File: src/epps_pkg.sv
// shared types, codes and widths of the port sequencer
package epps_pkg;

	// parameter default and fixed field widths
	localparam int ADDRESS_BITS_DEF = 20;
	localparam int ADDR_W           = 20;
	localparam int NUM_STEPS        = 22;
	localparam int STEP_W           = 5;

	localparam int S_TDATA_W = 48;
	localparam int S_TUSER_W = 4;
	localparam int M_TDATA_W = 24;

	// command codes carried on s_tuser
	localparam logic [3:0] ACT_MODE    = 4'd0;
	localparam logic [3:0] ACT_VCC     = 4'd1;
	localparam logic [3:0] ACT_PULSE   = 4'd2;
	localparam logic [3:0] ACT_VPP     = 4'd3;
	localparam logic [3:0] ACT_ADDRESS = 4'd4;
	localparam logic [3:0] ACT_WRITE   = 4'd5;
	localparam logic [3:0] ACT_READ    = 4'd6;
	localparam logic [3:0] ACT_TRIGGER = 4'd7;
	localparam logic [3:0] ACT_OE      = 4'd8;
	localparam logic [3:0] ACT_RESET   = 4'd9;

	// programmer modes
	localparam logic [1:0] PMODE_NONE  = 2'd0;
	localparam logic [1:0] PMODE_READ  = 2'd1;
	localparam logic [1:0] PMODE_WRITE = 2'd2;

	// vpp selections
	localparam logic [1:0] VPP_12V = 2'd0;
	localparam logic [1:0] VPP_21V = 2'd1;
	localparam logic [1:0] VPP_25V = 2'd2;

	// unit selects
	localparam logic [2:0] UNIT_DATA_LO = 3'd0;
	localparam logic [2:0] UNIT_DATA_HI = 3'd1;
	localparam logic [2:0] UNIT_SERIAL  = 3'd5;
	localparam logic [2:0] UNIT_PULSE   = 3'd6;
	localparam logic [2:0] UNIT_CTRL    = 3'd7;

	// reset value of the kept pulse selection
	localparam logic [1:0] PULSE_RST = 2'd3;

	typedef enum logic [0:0] {
		ST_IDLE,
		ST_RUN
	} state_t;

	// controller to datapath
	typedef struct packed {
		logic              capture;
		logic              load;
		logic [STEP_W-1:0] step;
	} ctrl_cmd_t;

	// datapath to controller
	typedef struct packed {
		logic cur_emit;
		logic rest_empty;
		logic rest_after_empty;
		logic out_free;
	} dp_stat_t;

endpackage

File: src/epps_dp.sv
// datapath: kept selections, command registers, write generator, output register
module epps_dp #(
	parameter int ADDRESS_BITS = epps_pkg::ADDRESS_BITS_DEF
) (
	input  logic                           clk,
	input  logic                           arst_n,
	input  logic [epps_pkg::S_TUSER_W-1:0] s_tuser,
	input  logic [epps_pkg::S_TDATA_W-1:0] s_tdata,
	input  epps_pkg::ctrl_cmd_t            cmd,
	output epps_pkg::dp_stat_t             stat,
	output logic                           m_tvalid,
	input  logic                           m_tready,
	output logic [epps_pkg::M_TDATA_W-1:0] m_tdata,
	output logic                           m_tuser,
	output logic                           m_tlast
);

	localparam int AW = epps_pkg::ADDR_W;
	localparam int NS = epps_pkg::NUM_STEPS;
	localparam int SW = epps_pkg::STEP_W;

	localparam logic [AW:0] AMASK_EXT = ((AW+1)'(1) << ADDRESS_BITS) - (AW+1)'(1);
	localparam logic [AW-1:0] AMASK = AMASK_EXT[AW-1:0];

	// step slots: header 0-1, nibbles 2-4, serial 5-20, trailer 21
	localparam logic [NS-1:0] MASK_HEAD  = NS'(3);
	localparam logic [NS-1:0] MASK_ONE   = NS'(1);
	localparam logic [NS-1:0] MASK_TAIL  = NS'(1) << (NS - 1);
	localparam logic [NS-1:0] MASK_READ  = NS'(8'hFF);
	localparam logic [NS-1:0] MASK_TRIG  = NS'(5'h1F);

	// input fields
	logic [3:0]    in_act;
	logic [2:0]    in_mv;
	logic [AW-1:0] in_addr;
	logic [7:0]    in_data;
	logic          in_en;
	logic [7:0]    in_rb;
	logic          in_pd;

	assign in_act  = s_tuser;
	assign in_mv   = s_tdata[2:0];
	assign in_addr = s_tdata[22:3];
	assign in_data = s_tdata[30:23];
	assign in_en   = s_tdata[31];
	assign in_rb   = s_tdata[39:32];
	assign in_pd   = s_tdata[40];

	// kept state
	logic [1:0]              mode_q;
	logic                    vcc_q;
	logic [1:0]              pulse_q;
	logic [1:0]              vpp_q;
	logic [ADDRESS_BITS-1:0] addr_q;

	// captured command
	logic [3:0]    act_q;
	logic [2:0]    mv_q;
	logic [AW-1:0] naddr_q;
	logic [7:0]    data_q;
	logic          en_q;
	logic [NS-1:0] mask_q;
	logic          ok_q;
	logic [7:0]    rbyte_q;
	logic          pok_q;

	// capture decode
	logic [AW-1:0]           addr_m, tgt, prev;
	logic [2:0]              nib_chg;
	logic                    hi_chg;
	logic [NS-1:0]           addr_mask, mask_n;
	logic                    ok_n;
	logic [1:0]              mode_n, pulse_n, vpp_n;
	logic                    vcc_n;
	logic [ADDRESS_BITS-1:0] addr_n;

	always_comb begin
		addr_m = in_addr & AMASK;
		tgt    = (in_act == epps_pkg::ACT_RESET) ? '0 : addr_m;
		prev   = AW'(addr_q);
		for (int k = 0; k < 3; k++) begin
			nib_chg[k] = prev[4*k +: 4] != tgt[4*k +: 4];
		end
		hi_chg    = prev[AW-1:12] != tgt[AW-1:12];
		addr_mask = {1'b0, {16{hi_chg}}, nib_chg, 2'b00};

		mask_n  = '0;
		ok_n    = 1'b0;
		mode_n  = mode_q;
		vcc_n   = vcc_q;
		pulse_n = pulse_q;
		vpp_n   = vpp_q;
		addr_n  = addr_q;
		unique case (in_act)
			epps_pkg::ACT_MODE: begin
				if (in_mv == 3'(epps_pkg::PMODE_READ)) begin
					ok_n   = 1'b1;
					mask_n = MASK_HEAD;
					mode_n = epps_pkg::PMODE_READ;
				end else if (in_mv == 3'(epps_pkg::PMODE_WRITE)) begin
					ok_n   = 1'b1;
					mask_n = MASK_HEAD;
					mode_n = epps_pkg::PMODE_WRITE;
				end else if (in_mv == 3'(epps_pkg::PMODE_NONE)) begin
					ok_n    = 1'b1;
					mask_n  = MASK_HEAD | MASK_TAIL;
					mode_n  = epps_pkg::PMODE_NONE;
					vcc_n   = 1'b0;
					pulse_n = epps_pkg::PULSE_RST;
					vpp_n   = epps_pkg::VPP_25V;
				end
			end
			epps_pkg::ACT_VCC: begin
				if (in_mv <= 3'd1 && mode_q == epps_pkg::PMODE_NONE) begin
					ok_n  = 1'b1;
					vcc_n = in_mv[0];
				end
			end
			epps_pkg::ACT_PULSE: begin
				if (in_mv <= 3'd3 && mode_q == epps_pkg::PMODE_NONE) begin
					ok_n    = 1'b1;
					pulse_n = in_mv[1:0];
				end
			end
			epps_pkg::ACT_VPP: begin
				if (in_mv <= 3'(epps_pkg::VPP_25V)) begin
					ok_n   = 1'b1;
					mask_n = MASK_TAIL;
					vpp_n  = in_mv[1:0];
				end
			end
			epps_pkg::ACT_ADDRESS: begin
				ok_n   = 1'b1;
				mask_n = addr_mask;
				addr_n = addr_m[ADDRESS_BITS-1:0];
			end
			epps_pkg::ACT_WRITE: begin
				if (mode_q == epps_pkg::PMODE_WRITE) begin
					ok_n   = 1'b1;
					mask_n = MASK_HEAD;
				end
			end
			epps_pkg::ACT_READ: begin
				if (mode_q == epps_pkg::PMODE_READ) begin
					ok_n   = 1'b1;
					mask_n = MASK_READ;
				end
			end
			epps_pkg::ACT_TRIGGER: begin
				if (mode_q == epps_pkg::PMODE_WRITE) begin
					ok_n   = 1'b1;
					mask_n = MASK_TRIG;
				end
			end
			epps_pkg::ACT_OE: begin
				if (mode_q == epps_pkg::PMODE_READ) begin
					ok_n   = 1'b1;
					mask_n = MASK_ONE;
				end
			end
			epps_pkg::ACT_RESET: begin
				if (mode_q != epps_pkg::PMODE_NONE) begin
					ok_n    = 1'b1;
					mask_n  = MASK_HEAD | addr_mask | MASK_TAIL;
					mode_n  = epps_pkg::PMODE_NONE;
					vcc_n   = 1'b0;
					pulse_n = epps_pkg::PULSE_RST;
					vpp_n   = epps_pkg::VPP_25V;
					addr_n  = '0;
				end
			end
			default: begin
			end
		endcase
	end

	always_ff @(posedge clk or negedge arst_n) begin
		if (!arst_n) begin
			mode_q  <= epps_pkg::PMODE_NONE;
			vcc_q   <= 1'b0;
			pulse_q <= epps_pkg::PULSE_RST;
			vpp_q   <= epps_pkg::VPP_25V;
			addr_q  <= '0;
		end else if (cmd.capture) begin
			mode_q  <= mode_n;
			vcc_q   <= vcc_n;
			pulse_q <= pulse_n;
			vpp_q   <= vpp_n;
			addr_q  <= addr_n;
		end
	end

	always_ff @(posedge clk) begin
		if (cmd.capture) begin
			act_q   <= in_act;
			mv_q    <= in_mv;
			naddr_q <= tgt;
			data_q  <= in_data;
			en_q    <= in_en;
			mask_q  <= mask_n;
			ok_q    <= ok_n;
			rbyte_q <= (ok_n && in_act == epps_pkg::ACT_READ) ? ~in_rb : 8'd0;
			pok_q   <= ok_n && in_act == epps_pkg::ACT_TRIGGER && in_pd;
		end
	end

	// write generator for the current step
	logic [3:0]    vcc_nib, vpp_nib, pulse_nib, trig_base;
	logic [SW-1:0] ser_j, nib_j;
	logic [2:0]    ser_idx;
	logic [7:0]    hi_byte;
	logic          ser_bit;
	logic [2:0]    g_unit;
	logic [3:0]    g_nib;
	logic          g_strb;

	always_comb begin
		vcc_nib   = {vcc_q, 3'b000};
		pulse_nib = {2'b00, pulse_q};
		case (vpp_q)
			epps_pkg::VPP_12V: vpp_nib = 4'h4;
			epps_pkg::VPP_21V: vpp_nib = 4'h8;
			epps_pkg::VPP_25V: vpp_nib = 4'h0;
			default:           vpp_nib = 4'h4;
		endcase
		trig_base = vcc_nib | 4'h4;
		hi_byte   = naddr_q[AW-1:12];
		ser_j     = cmd.step - SW'(5);
		nib_j     = cmd.step - SW'(2);
		ser_idx   = 3'd7 - ser_j[3:1];
		ser_bit   = hi_byte[ser_idx];

		g_unit = epps_pkg::UNIT_DATA_LO;
		g_nib  = 4'h0;
		g_strb = 1'b1;
		case (act_q)
			epps_pkg::ACT_MODE: begin
				if (mv_q == 3'(epps_pkg::PMODE_READ)) begin
					if (cmd.step == '0) begin
						g_unit = epps_pkg::UNIT_PULSE;
						g_nib  = pulse_nib | 4'h4;
					end else begin
						g_unit = epps_pkg::UNIT_CTRL;
						g_nib  = vcc_nib | 4'h2;
					end
				end else if (mv_q == 3'(epps_pkg::PMODE_WRITE)) begin
					if (cmd.step == '0) begin
						g_unit = epps_pkg::UNIT_CTRL;
						g_nib  = vcc_nib | 4'h6;
					end else begin
						g_unit = epps_pkg::UNIT_PULSE;
						g_nib  = pulse_nib | 4'hC;
					end
				end else if (cmd.step == '0) begin
					g_unit = epps_pkg::UNIT_CTRL;
					g_nib  = 4'h2;
				end else if (cmd.step == SW'(1)) begin
					g_unit = epps_pkg::UNIT_PULSE;
					g_nib  = pulse_nib;
				end else begin
					g_unit = epps_pkg::UNIT_SERIAL;
					g_nib  = vpp_nib;
				end
			end
			epps_pkg::ACT_VPP: begin
				g_unit = epps_pkg::UNIT_SERIAL;
				g_nib  = vpp_nib;
			end
			epps_pkg::ACT_ADDRESS, epps_pkg::ACT_RESET: begin
				if (cmd.step == '0) begin
					g_unit = epps_pkg::UNIT_CTRL;
					g_nib  = 4'h2;
				end else if (cmd.step == SW'(1)) begin
					g_unit = epps_pkg::UNIT_PULSE;
					g_nib  = pulse_nib;
				end else if (cmd.step <= SW'(4)) begin
					g_unit = 3'(cmd.step);
					g_nib  = naddr_q[{nib_j[1:0], 2'b00} +: 4];
				end else if (cmd.step <= SW'(20)) begin
					// clock low then clock high, msb first
					g_unit = epps_pkg::UNIT_SERIAL;
					g_nib  = vpp_nib | {2'b00, ser_j[0], ser_bit};
				end else begin
					g_unit = epps_pkg::UNIT_SERIAL;
					g_nib  = vpp_nib;
				end
			end
			epps_pkg::ACT_WRITE: begin
				if (cmd.step == '0) begin
					g_unit = epps_pkg::UNIT_DATA_LO;
					g_nib  = data_q[3:0];
				end else begin
					g_unit = epps_pkg::UNIT_DATA_HI;
					g_nib  = data_q[7:4];
				end
			end
			epps_pkg::ACT_READ: begin
				g_unit = epps_pkg::UNIT_DATA_LO;
				g_nib  = {1'b0, cmd.step[2:0]};
				g_strb = 1'b0;
			end
			epps_pkg::ACT_TRIGGER: begin
				g_unit = epps_pkg::UNIT_CTRL;
				case (cmd.step)
					SW'(0), SW'(2): g_nib = trig_base;
					SW'(1):         g_nib = trig_base | 4'h1;
					SW'(3): begin
						g_unit = epps_pkg::UNIT_DATA_LO;
						g_nib  = {3'b000, pulse_q == 2'd0};
						g_strb = 1'b0;
					end
					default:        g_nib = trig_base | 4'h2;
				endcase
			end
			epps_pkg::ACT_OE: begin
				g_unit = epps_pkg::UNIT_CTRL;
				g_nib  = vcc_nib | 4'h2 | {3'b000, en_q};
			end
			default: begin
			end
		endcase
	end

	// output register
	logic       ovalid_q, owv_q, olast_q, ostrb_q, ook_q, opok_q;
	logic [2:0] ounit_q;
	logic [3:0] onib_q;
	logic [7:0] orbyte_q;

	assign stat.cur_emit         = mask_q[cmd.step];
	assign stat.rest_empty       = (mask_q >> cmd.step) == '0;
	assign stat.rest_after_empty = (mask_q >> SW'(cmd.step + SW'(1))) == '0;
	assign stat.out_free         = !ovalid_q || m_tready;

	always_ff @(posedge clk or negedge arst_n) begin
		if (!arst_n) begin
			ovalid_q <= 1'b0;
		end else if (cmd.load) begin
			ovalid_q <= 1'b1;
		end else if (m_tready) begin
			ovalid_q <= 1'b0;
		end
	end

	always_ff @(posedge clk) begin
		if (cmd.load) begin
			owv_q    <= stat.cur_emit;
			ounit_q  <= stat.cur_emit ? g_unit : 3'd0;
			onib_q   <= stat.cur_emit ? g_nib : 4'd0;
			ostrb_q  <= stat.cur_emit && g_strb;
			olast_q  <= stat.rest_after_empty;
			ook_q    <= stat.rest_after_empty && ok_q;
			orbyte_q <= stat.rest_after_empty ? rbyte_q : 8'd0;
			opok_q   <= stat.rest_after_empty && pok_q;
		end
	end

	assign m_tvalid = ovalid_q;
	assign m_tuser  = owv_q;
	assign m_tlast  = olast_q;
	assign m_tdata  = {6'd0, opok_q, orbyte_q, ook_q, ostrb_q, onib_q, ounit_q};

endmodule

File: src/epps_ctrl.sv
// controller: command handshake and step sequencing
module epps_ctrl (
	input  logic                clk,
	input  logic                arst_n,
	input  logic                s_tvalid,
	output logic                s_tready,
	input  epps_pkg::dp_stat_t  stat,
	output epps_pkg::ctrl_cmd_t cmd
);

	localparam int SW = epps_pkg::STEP_W;

	epps_pkg::state_t state_q, state_n;
	logic [SW-1:0]    step_q;
	logic             advance;

	always_ff @(posedge clk or negedge arst_n) begin
		if (!arst_n) begin
			state_q <= epps_pkg::ST_IDLE;
			step_q  <= '0;
		end else begin
			state_q <= state_n;
			if (cmd.capture) begin
				step_q <= '0;
			end else if (advance) begin
				step_q <= step_q + SW'(1);
			end
		end
	end

	// next state
	always_comb begin
		state_n = state_q;
		unique case (state_q)
			epps_pkg::ST_IDLE: begin
				if (s_tvalid) begin
					state_n = epps_pkg::ST_RUN;
				end
			end
			epps_pkg::ST_RUN: begin
				if (cmd.load && stat.rest_after_empty) begin
					state_n = epps_pkg::ST_IDLE;
				end
			end
			default: state_n = epps_pkg::ST_IDLE;
		endcase
	end

	// outputs
	always_comb begin
		s_tready    = 1'b0;
		cmd.capture = 1'b0;
		cmd.load    = 1'b0;
		cmd.step    = step_q;
		advance     = 1'b0;
		unique case (state_q)
			epps_pkg::ST_IDLE: begin
				s_tready    = 1'b1;
				cmd.capture = s_tvalid;
			end
			epps_pkg::ST_RUN: begin
				// a write at this step, or the lone no-write result
				cmd.load = stat.out_free && (stat.cur_emit || stat.rest_empty);
				advance  = (cmd.load && !stat.rest_after_empty) ||
					(!stat.cur_emit && !stat.rest_empty);
			end
			default: begin
			end
		endcase
	end

	ap_step_range: assert property (@(posedge clk) disable iff (!arst_n)
		step_q < SW'(epps_pkg::NUM_STEPS))
		else $error("step counter beyond last slot");

	ap_load_run: assert property (@(posedge clk) disable iff (!arst_n)
		cmd.load |-> state_q == epps_pkg::ST_RUN)
		else $error("result loaded outside run state");

	ap_capture: assert property (@(posedge clk) disable iff (!arst_n)
		cmd.capture |=> state_q == epps_pkg::ST_RUN && step_q == '0)
		else $error("capture did not start the step sequence");

	ap_nowrite: assert property (@(posedge clk) disable iff (!arst_n)
		cmd.load && !stat.cur_emit |-> stat.rest_after_empty)
		else $error("no-write result with writes still pending");

endmodule

File: src/eprom_programmer_port_sequencer.sv
// top level of the programmer port sequencer
// usage:
//   commands arrive on the slave stream: s_tuser holds the command code,
//   s_tdata the operands (mode value, address, data byte, output enable
//   level, sensed read bits, sensed pulse-finished level).
//   each command yields up to 22 port writes on the master stream, one
//   result per transaction; m_tlast marks the final one, which also carries
//   the ok flag, the read byte and the pulse status. m_tuser says whether
//   the result holds a port write; a rejected command or one with nothing to
//   send gives a single result with m_tuser low.
// timing:
//   a command is taken while idle, then the sequencer walks a 22-slot step
//   counter, one slot a cycle unless stalled, a write leaving on each slot
//   that the command uses; it ends at the last slot that the command uses.
//   the next command is taken once the last result of the previous one has
//   been loaded into the output register, while that result still waits.
// reset: clears the modes to none, vcc select 0, pulse mode 3, 25 V vpp and the
//   kept address to zero; no result is pending.
// stall: a low m_tready holds the output register and the walk at a write slot.
module eprom_programmer_port_sequencer #(
	parameter int ADDRESS_BITS = epps_pkg::ADDRESS_BITS_DEF
) (
	input  logic                           clk,
	input  logic                           arst_n,
	input  logic                           s_tvalid,
	output logic                           s_tready,
	// mode_value[2:0], address[22:3], data_byte[30:23], enable_flag[31],
	// read_back[39:32], pulse_done[40], zero fill
	input  logic [epps_pkg::S_TDATA_W-1:0] s_tdata,
	// action[3:0]
	input  logic [epps_pkg::S_TUSER_W-1:0] s_tuser,
	output logic                           m_tvalid,
	input  logic                           m_tready,
	// port_unit[2:0], port_nibble[6:3], strobed[7], ok[8], read_byte[16:9],
	// pulse_ok[17], zero fill
	output logic [epps_pkg::M_TDATA_W-1:0] m_tdata,
	// write_valid[0]
	output logic                           m_tuser,
	output logic                           m_tlast
);

	// command and status between sequencer and datapath
	epps_pkg::ctrl_cmd_t cmd;
	epps_pkg::dp_stat_t  stat;

	epps_ctrl u_ctrl (
		.clk      (clk),
		.arst_n   (arst_n),
		.s_tvalid (s_tvalid),
		.s_tready (s_tready),
		.stat     (stat),
		.cmd      (cmd)
	);

	// selections, address tracking, write generation and output register
	epps_dp #(
		.ADDRESS_BITS (ADDRESS_BITS)
	) u_dp (
		.clk      (clk),
		.arst_n   (arst_n),
		.s_tuser  (s_tuser),
		.s_tdata  (s_tdata),
		.cmd      (cmd),
		.stat     (stat),
		.m_tvalid (m_tvalid),
		.m_tready (m_tready),
		.m_tdata  (m_tdata),
		.m_tuser  (m_tuser),
		.m_tlast  (m_tlast)
	);

endmodule
File: config.mk
export PLATFORM = sky130hd
export DESIGN_NAME = eprom_programmer_port_sequencer
export DESIGN_NICKNAME = d
export VERILOG_FILES = /design/src/epps_pkg.sv /design/src/epps_dp.sv /design/src/epps_ctrl.sv /design/src/eprom_programmer_port_sequencer.sv
export SDC_FILE = /design/constraint.sdc
export NUM_CORES = 1
export LEC_CHECK = 0
export ABC_CLOCK_PERIOD_IN_PS = 2800
export BUFFER_PORTS_ARGS = -buffer_cell sky130_fd_sc_hd__buf_2
export CAP_MARGIN = 20
export CORE_ASPECT_RATIO = 0.8
export CORE_MARGIN = 8
export CORE_UTILIZATION = 36
export DETAILED_ROUTE_END_ITERATION = 7
export PLACE_DENSITY_LB_ADDON = 0.3
export SLEW_MARGIN = 15
export SYNTH_ARGS = -nofsm -noshare
export SYNTH_HDL_FRONTEND = slang
export SYNTH_HIERARCHICAL = 1
export SYNTH_SLANG_ARGS = --single-unit
File: constraint.sdc
create_clock -name clk -period 2.8 [get_ports clk]
set_clock_uncertainty 0.05 [all_clocks]
set_input_delay 0.84 -clock clk [delete_from_list [all_inputs] [get_ports clk]]
set_output_delay 0.84 -clock clk [all_outputs]
set_load 0.01 [all_outputs]
After elaboration in Yosys (flattened, before gate mapping) --
Index checks and enable logic that the tools add are counted.
Storage, ports and cells: bits in registers 122, word-level logic and storage cells 215, input bits 56, output and inout bits 28
Operators by class: shift operators 3, $lt $le $gt $ge 7, $add $sub $neg 4, bitwise logic cells 4, multiplexer cells 89, equality and inequality tests 39, reductions and logical operators 44
Operator list (number):
- 22-bit one-hot mux with 8 select lines | 1
- 22-bit two-way mux | 5
- 22-bit zero test | 2
- 4-bit two-way mux | 11
- 22-bit by 5-bit >> shifter with 22-bit output | 2
- 20-bit two-way mux | 2
- 20-bit one-hot mux with 2 select lines | 1
- 4-bit by 3-bit == test with 1-bit output, second input constant | 8
- 2-bit two-way mux | 16
- 1-bit two-way mux | 29
- 4-bit one-hot mux with 7 select lines | 1
- 3-bit two-way mux | 7
- 7-bit AND reduction | 3
- 20-bit by 5-bit indexed part select with 4-bit output | 1
- 3-bit one-hot mux with 6 select lines | 1
- 4-bit == test, second input constant | 4
- 5-bit two-way mux | 3
- 4-bit by 2-bit == test with 1-bit output, second input constant | 3
- 1-bit logical AND | 12
- 4-bit != test | 3
- 2-bit one-hot mux with 3 select lines | 2
- 4-bit one-hot mux with 3 select lines | 1
- 5-bit by 2-bit == test with 1-bit output, second input constant | 2
- 2-bit nonzero test | 5
- other kinds (42) | 65

Longest topological paths before layout --
depth after elaboration 10, mapped depth 13

Cells and area by module --
The synthesis kept the hierarchy.
By module, submodules not included:
- epps_dp | area an instance 5550.3 um^2, instances 1, cells each 527
- epps_ctrl | area an instance 336.6 um^2, instances 1, cells each 33

Worst setup path after synthesis --
Ideal clock, no wire load.
path type input to register, start point in s_tvalid, end point reg u_dp.vcc_q, data arrival time 3.224 ns, slack -0.612 ns, stages 6, path buffers 0, cells stage by stage or2b_4 > inv_1 > o21ai_0 > o21bai_1 > o41ai_1 > o41ai_1
RTL lines:
- from (decl) | RTL line eprom_programmer_port_sequencer.sv:25 | input logic s_tvalid,
- to (signal assigned) | RTL line epps_dp.sv:186 | vcc_q <= vcc_n;
- to (decl) | RTL line epps_dp.sv:51 | logic vcc_q;

Final worst setup path --
start point reg u_ctrl.step_q[1], end point reg u_dp.onib_q[0] (data pin)
Between the ends: word-level cells in the longest chain between the ends 10, elaborated cells between the ends (all ways) 29
RTL lines:
- from (decl) | RTL line epps_ctrl.sv:14 | logic [SW-1:0] step_q;
- from (signal assigned) | RTL line epps_ctrl.sv:26 | step_q <= step_q + SW'(1);
- 4-bit by 3-bit subtractor with 4-bit output | RTL line epps_dp.sv:228 | ser_j = cmd.step - SW'(5);
- 3-bit subtractor | RTL line epps_dp.sv:230 | ser_idx = 3'd7 - ser_j[3:1];
- 1-bit binary-select mux with 3-bit select | RTL line epps_dp.sv:231 | ser_bit = hi_byte[ser_idx];
- 1-bit two-way mux (implied by the code) | RTL line epps_dp.sv:231
- 4-bit by 2-bit bitwise OR with 4-bit output | RTL line epps_dp.sv:282 | g_nib = vpp_nib | {2'b00, ser_j[0], ser_bit};
- 4-bit two-way mux | RTL line epps_dp.sv:279 | end else if (cmd.step <= SW'(20)) begin
- 4-bit two-way mux | RTL line epps_dp.sv:276 | end else if (cmd.step <= SW'(4)) begin
- 4-bit two-way mux | RTL line epps_dp.sv:273 | end else if (cmd.step == SW'(1)) begin
- 4-bit two-way mux | RTL line epps_dp.sv:270 | if (cmd.step == '0) begin
- 4-bit one-hot mux with 7 select lines | RTL line epps_dp.sv:236 | case (act_q)
- to (signal assigned) | RTL line epps_dp.sv:349 | onib_q <= stat.cur_emit ? g_nib : 4'd0;
- to (decl) | RTL line epps_dp.sv:327 | logic [3:0] onib_q;
Several ways; a longest one is shown, not always the timed one. The select of a mux whose other input is x is not followed. A chain may end at the register's enable or synchronous reset.

==> run summary <==
===============================================================================================
Beginning of the worst register-to-register path                                   u_ctrl/step_q[1]
Initial detailed-routing violation count                                                    381
Average footprint of a synthesized cell                                               10.5 um^2
Filler Cells Inserted                                                                      1542
Area growth, synth to finish                                                              18.3%
Leading cell types in the layout, fill and taps excluded                           edfxtp_1, nand2_1, buf_2
Number of enable-type register cells in the synthesized netlist                              74
Slew of the pin with the lowest slew margin                                              845 ps
Min cycle time layout                                                                   2540 ps
Type of the worst setup path                                                       flip-flop to flip-flop
Root buffer cell                                                                      clkbuf_16
Power density over the cells                                                        925 nW/um^2
Hold Violations, Final                                                                        0
Number of antenna violations at the first check in global routing                             1
CTS tree                                                                                  built
Total wirelength of the detailed-routed design                                         14300 um
Register area share after synthesis                                                       0.523
Result of the run                                                                  complete, no violations
Launch instance of the worst min-delay path                                        u_dp/addr_q[0]
Gate count of the mapped netlist                                                            560
Number of top-level pins                                                                     84
Hold Path Stages                                                                              2
Endpoint class of the critical path                                                   flip-flop
Count of vias placed by the detailed router                                                4526
Post-route total power                                                                0.00644 W
Yosys warning total                                                                           6
WL per Instance                                                                         16.5 um
Initial core utilization                                                                  0.370
Setup crit start                                                                   u_ctrl/step_q[1]
Clock input transition at the sequential cells of the worst setup and hold paths          80 ps
Combinational share of power                                                              0.395
Total global-route track usage                                                            0.140
Worst min-delay path class                                                         flip-flop to flip-flop
Highest fanout seen on the critical path                                                      7
Cell-internal power                                                                   0.00413 W
WP data arrival                                                                         2570 ps
Portion of total power attributed to the clock network                                    0.221
Unique masters post-synth                                                                    73
H-Tree Level Count                                                                            3
Register bit total from synthesis                                                           108
Leading cell type in the layout, fill and taps excluded                                edfxtp_1
Maximum number of pins on one net before global-route repair                                 56
Switching power                                                                       0.00232 W
Ratio of routed vias to standard cells                                                     5.23
Port Buffers                                                                                 70
Maximum clock path buffer count                                                               2
Detailed placement HPWL                                                                10900 um
Post-route DRC                                                                                0
First drt pass iteration count                                                                5
Most used DFF post-synth                                                               edfxtp_1
Global-route wire length before repair                                                 23400 um
Cell Area, Synth                                                                      5890 um^2
Remaining antenna violation count after routing                                               0
Post-CTS Resized                                                                              0
CTS sink cnt                                                                                108
Max-cap violations                                                                            0
Leakage dissipation                                                                     2.80 nW
Max_slew headroom                                                                         0.436
CP required                                                                             2840 ps
Placed instance area                                                                  6620 um^2
GPL Wtd Cong                                                                              0.904
Via count of the first global-routing pass                                                 4583
Die X                                                                                    159 um
Sequential Power Share                                                                    0.383
Die area                                                                             20700 um^2
Source-to-sink clock delay at the later pin of the worst-skew pair                       350 ps
Max Clock Freq                                                                          394 MHz
Async set-or-reset flop fraction in the synthesized netlist                               0.315
Finish-stage setup viols                                                                      0
Layout Nets                                                                                 708
Final max-slew violation count                                                                0
CORE AREA                                                                            15900 um^2
Global route overflow                                                                         0
Number of buffers added by the clock tree synthesis step                                      9
Chip Height                                                                              130 um
Kind of launch point of the worst setup path                                          flip-flop
Proportion of total power due to net switching                                            0.359
Unrepaired setup endpoints after global routing                                           false
Register-to-Register Path Depth                                                               8
Hold_buf cts                                                                                  0
Buffer count from post-CTS setup fixing                                                       0
Placement Rows                                                                               41
Max rail drop VDD                                                                      0.422 mV
Final Cycle Share                                                                         0.907
Final std cell area, no fill                                                          6960 um^2
Fraction of final layout cells sized beyond drive strength 1                              0.229
Worst hold slack                                                                         453 ps
Internal reg-to-reg setup slack                                                          260 ps
Antenna cells                                                                                 0
===============================================================================================
[power groups by stage]
stage	Sequential (W)	Clock, W	Combinational (W)
3_3_place_gp	0.00249	0	0.00249
2_1_floorplan	0.00250	0	0.00167
5_1_grt	0.00252	0.00153	0.00282
3_5_place_dp	0.00250	0	0.00255
6_report	0.00247	0.00143	0.00255
4_1_cts	0.00247	0.00148	0.00257
[flip-flops by register name (all words and copies together) (netlist names), 2 cells and up]
register       flops
u_dp/naddr_q      20
u_dp/rbyte_q       8
u_dp/onib_q        4
u_dp/data_q        8
u_dp/mv_q          3
u_dp/act_q         4
u_dp/pulse_q       2
u_dp/orbyte_q      8
u_dp/ounit_q       3
u_dp/mode_q        2
u_dp/mask_q        8
u_dp/vpp_q         2
u_dp/addr_q       20
u_ctrl/step_q      5
[logic make-up after synthesis]
group	share of synthesized area
AO/OA/AOI/OAI	0.138
XOR/XNOR	0.0387
AND/OR/NAND/NOR	0.178
multiplexers	0.0567
adder cells (fa/ha/maj)	0.0149
buffers and inverters	0.0506
other	0.000637
flip-flops	0.523
[Yosys cell counts, types with 3 or more instances]
cell / instances / area (um^2)
a21o_1: 3 / 22.5
a21oi_1: 33 / 165
a31oi_1: 7 / 43.8
and2_1: 6 / 37.5
and3_1: 4 / 25.0
buf_2: 7 / 35.0
buf_4: 10 / 75.1
clkbuf_1: 14 / 52.6
dfrtp_1: 31 / 776
dfstp_2: 3 / 78.8
edfxtp_1: 74 / 2220
ha_1: 7 / 87.6
inv_1: 29 / 109
mux2_2: 7 / 78.8
mux2i_1: 12 / 120
mux4_2: 6 / 135
nand2_1: 71 / 267
nand2b_1: 14 / 87.6
nand3_1: 10 / 50.1
nand3b_1: 4 / 30.0
nor2_1: 43 / 161
nor2b_1: 7 / 43.8
nor3_1: 7 / 35.0
nor3b_1: 11 / 82.6
nor4_1: 12 / 75.1
o21ai_0: 34 / 170
o21bai_1: 3 / 22.5
o22ai_1: 3 / 18.8
o32a_1: 4 / 40.0
o32ai_1: 3 / 26.3
xnor2_1: 22 / 193
xor2_1: 4 / 35.0
[metal layers]
layer	up-vias	share of wire	GRT usage
met3	11	0.064	0.0384
li1	2185	-	-
met4	2	0.0092	0.0432
met2	156	0.45	0.221
met1	2172	0.47	0.186
met5	-	0.00063	0
[critical path, stage by stage (launching register included)]
cell and delay (ps):
dfrtp_2 470, inv_1 160, ha_1 230, or4b_4 560
xnor2_1 210, or2_1 120, a21oi_1 60, nor4_1 250
a31oi_1 150
[final timing paths]
kind                                    endpoint
worst max register to register    u_dp/onib_q[0]
worst min-delay path              u_dp/addr_q[0]
worst max-delay path              u_dp/onib_q[0]
worst min register to register    u_dp/addr_q[0]
min in group asynchronous         u_dp/addr_q[1]
max in group asynchronous       u_ctrl/step_q[1]
[stage by stage]
stage / TNS, ps / utilization / cells / setup WS, ps
after global routing: 0 / 0.438 / 865 / 65.7
after floorplan: -27.5 / - / 565 / -10.0
after global placement: -80.5 / 0.416 / 849 / -80.5
final: 0 / 0.438 / 865 / 261
after CTS: 0 / 0.438 / 865 / 210
after detailed placement: -115 / 0.416 / 849 / -111
[layout make-up]
| cell class | instances | area, um^2 | share of cell area |
|---|---|---|---|
| Inverter | 29 | 113 | 0.0162 |
| Tap cell | 215 | 269 | 0.0386 |
| Sequential cell | 108 | 3080 | 0.442 |
| Multi-Input combinational cell | 394 | 2530 | 0.364 |
| Clock inverter | 5 | 72.6 | 0.0104 |
| Clock buffer | 11 | 275 | 0.0395 |
| Timing Repair Buffer | 103 | 623 | 0.0895 |
No activity file was read; power rests on OpenSTA's default activity.
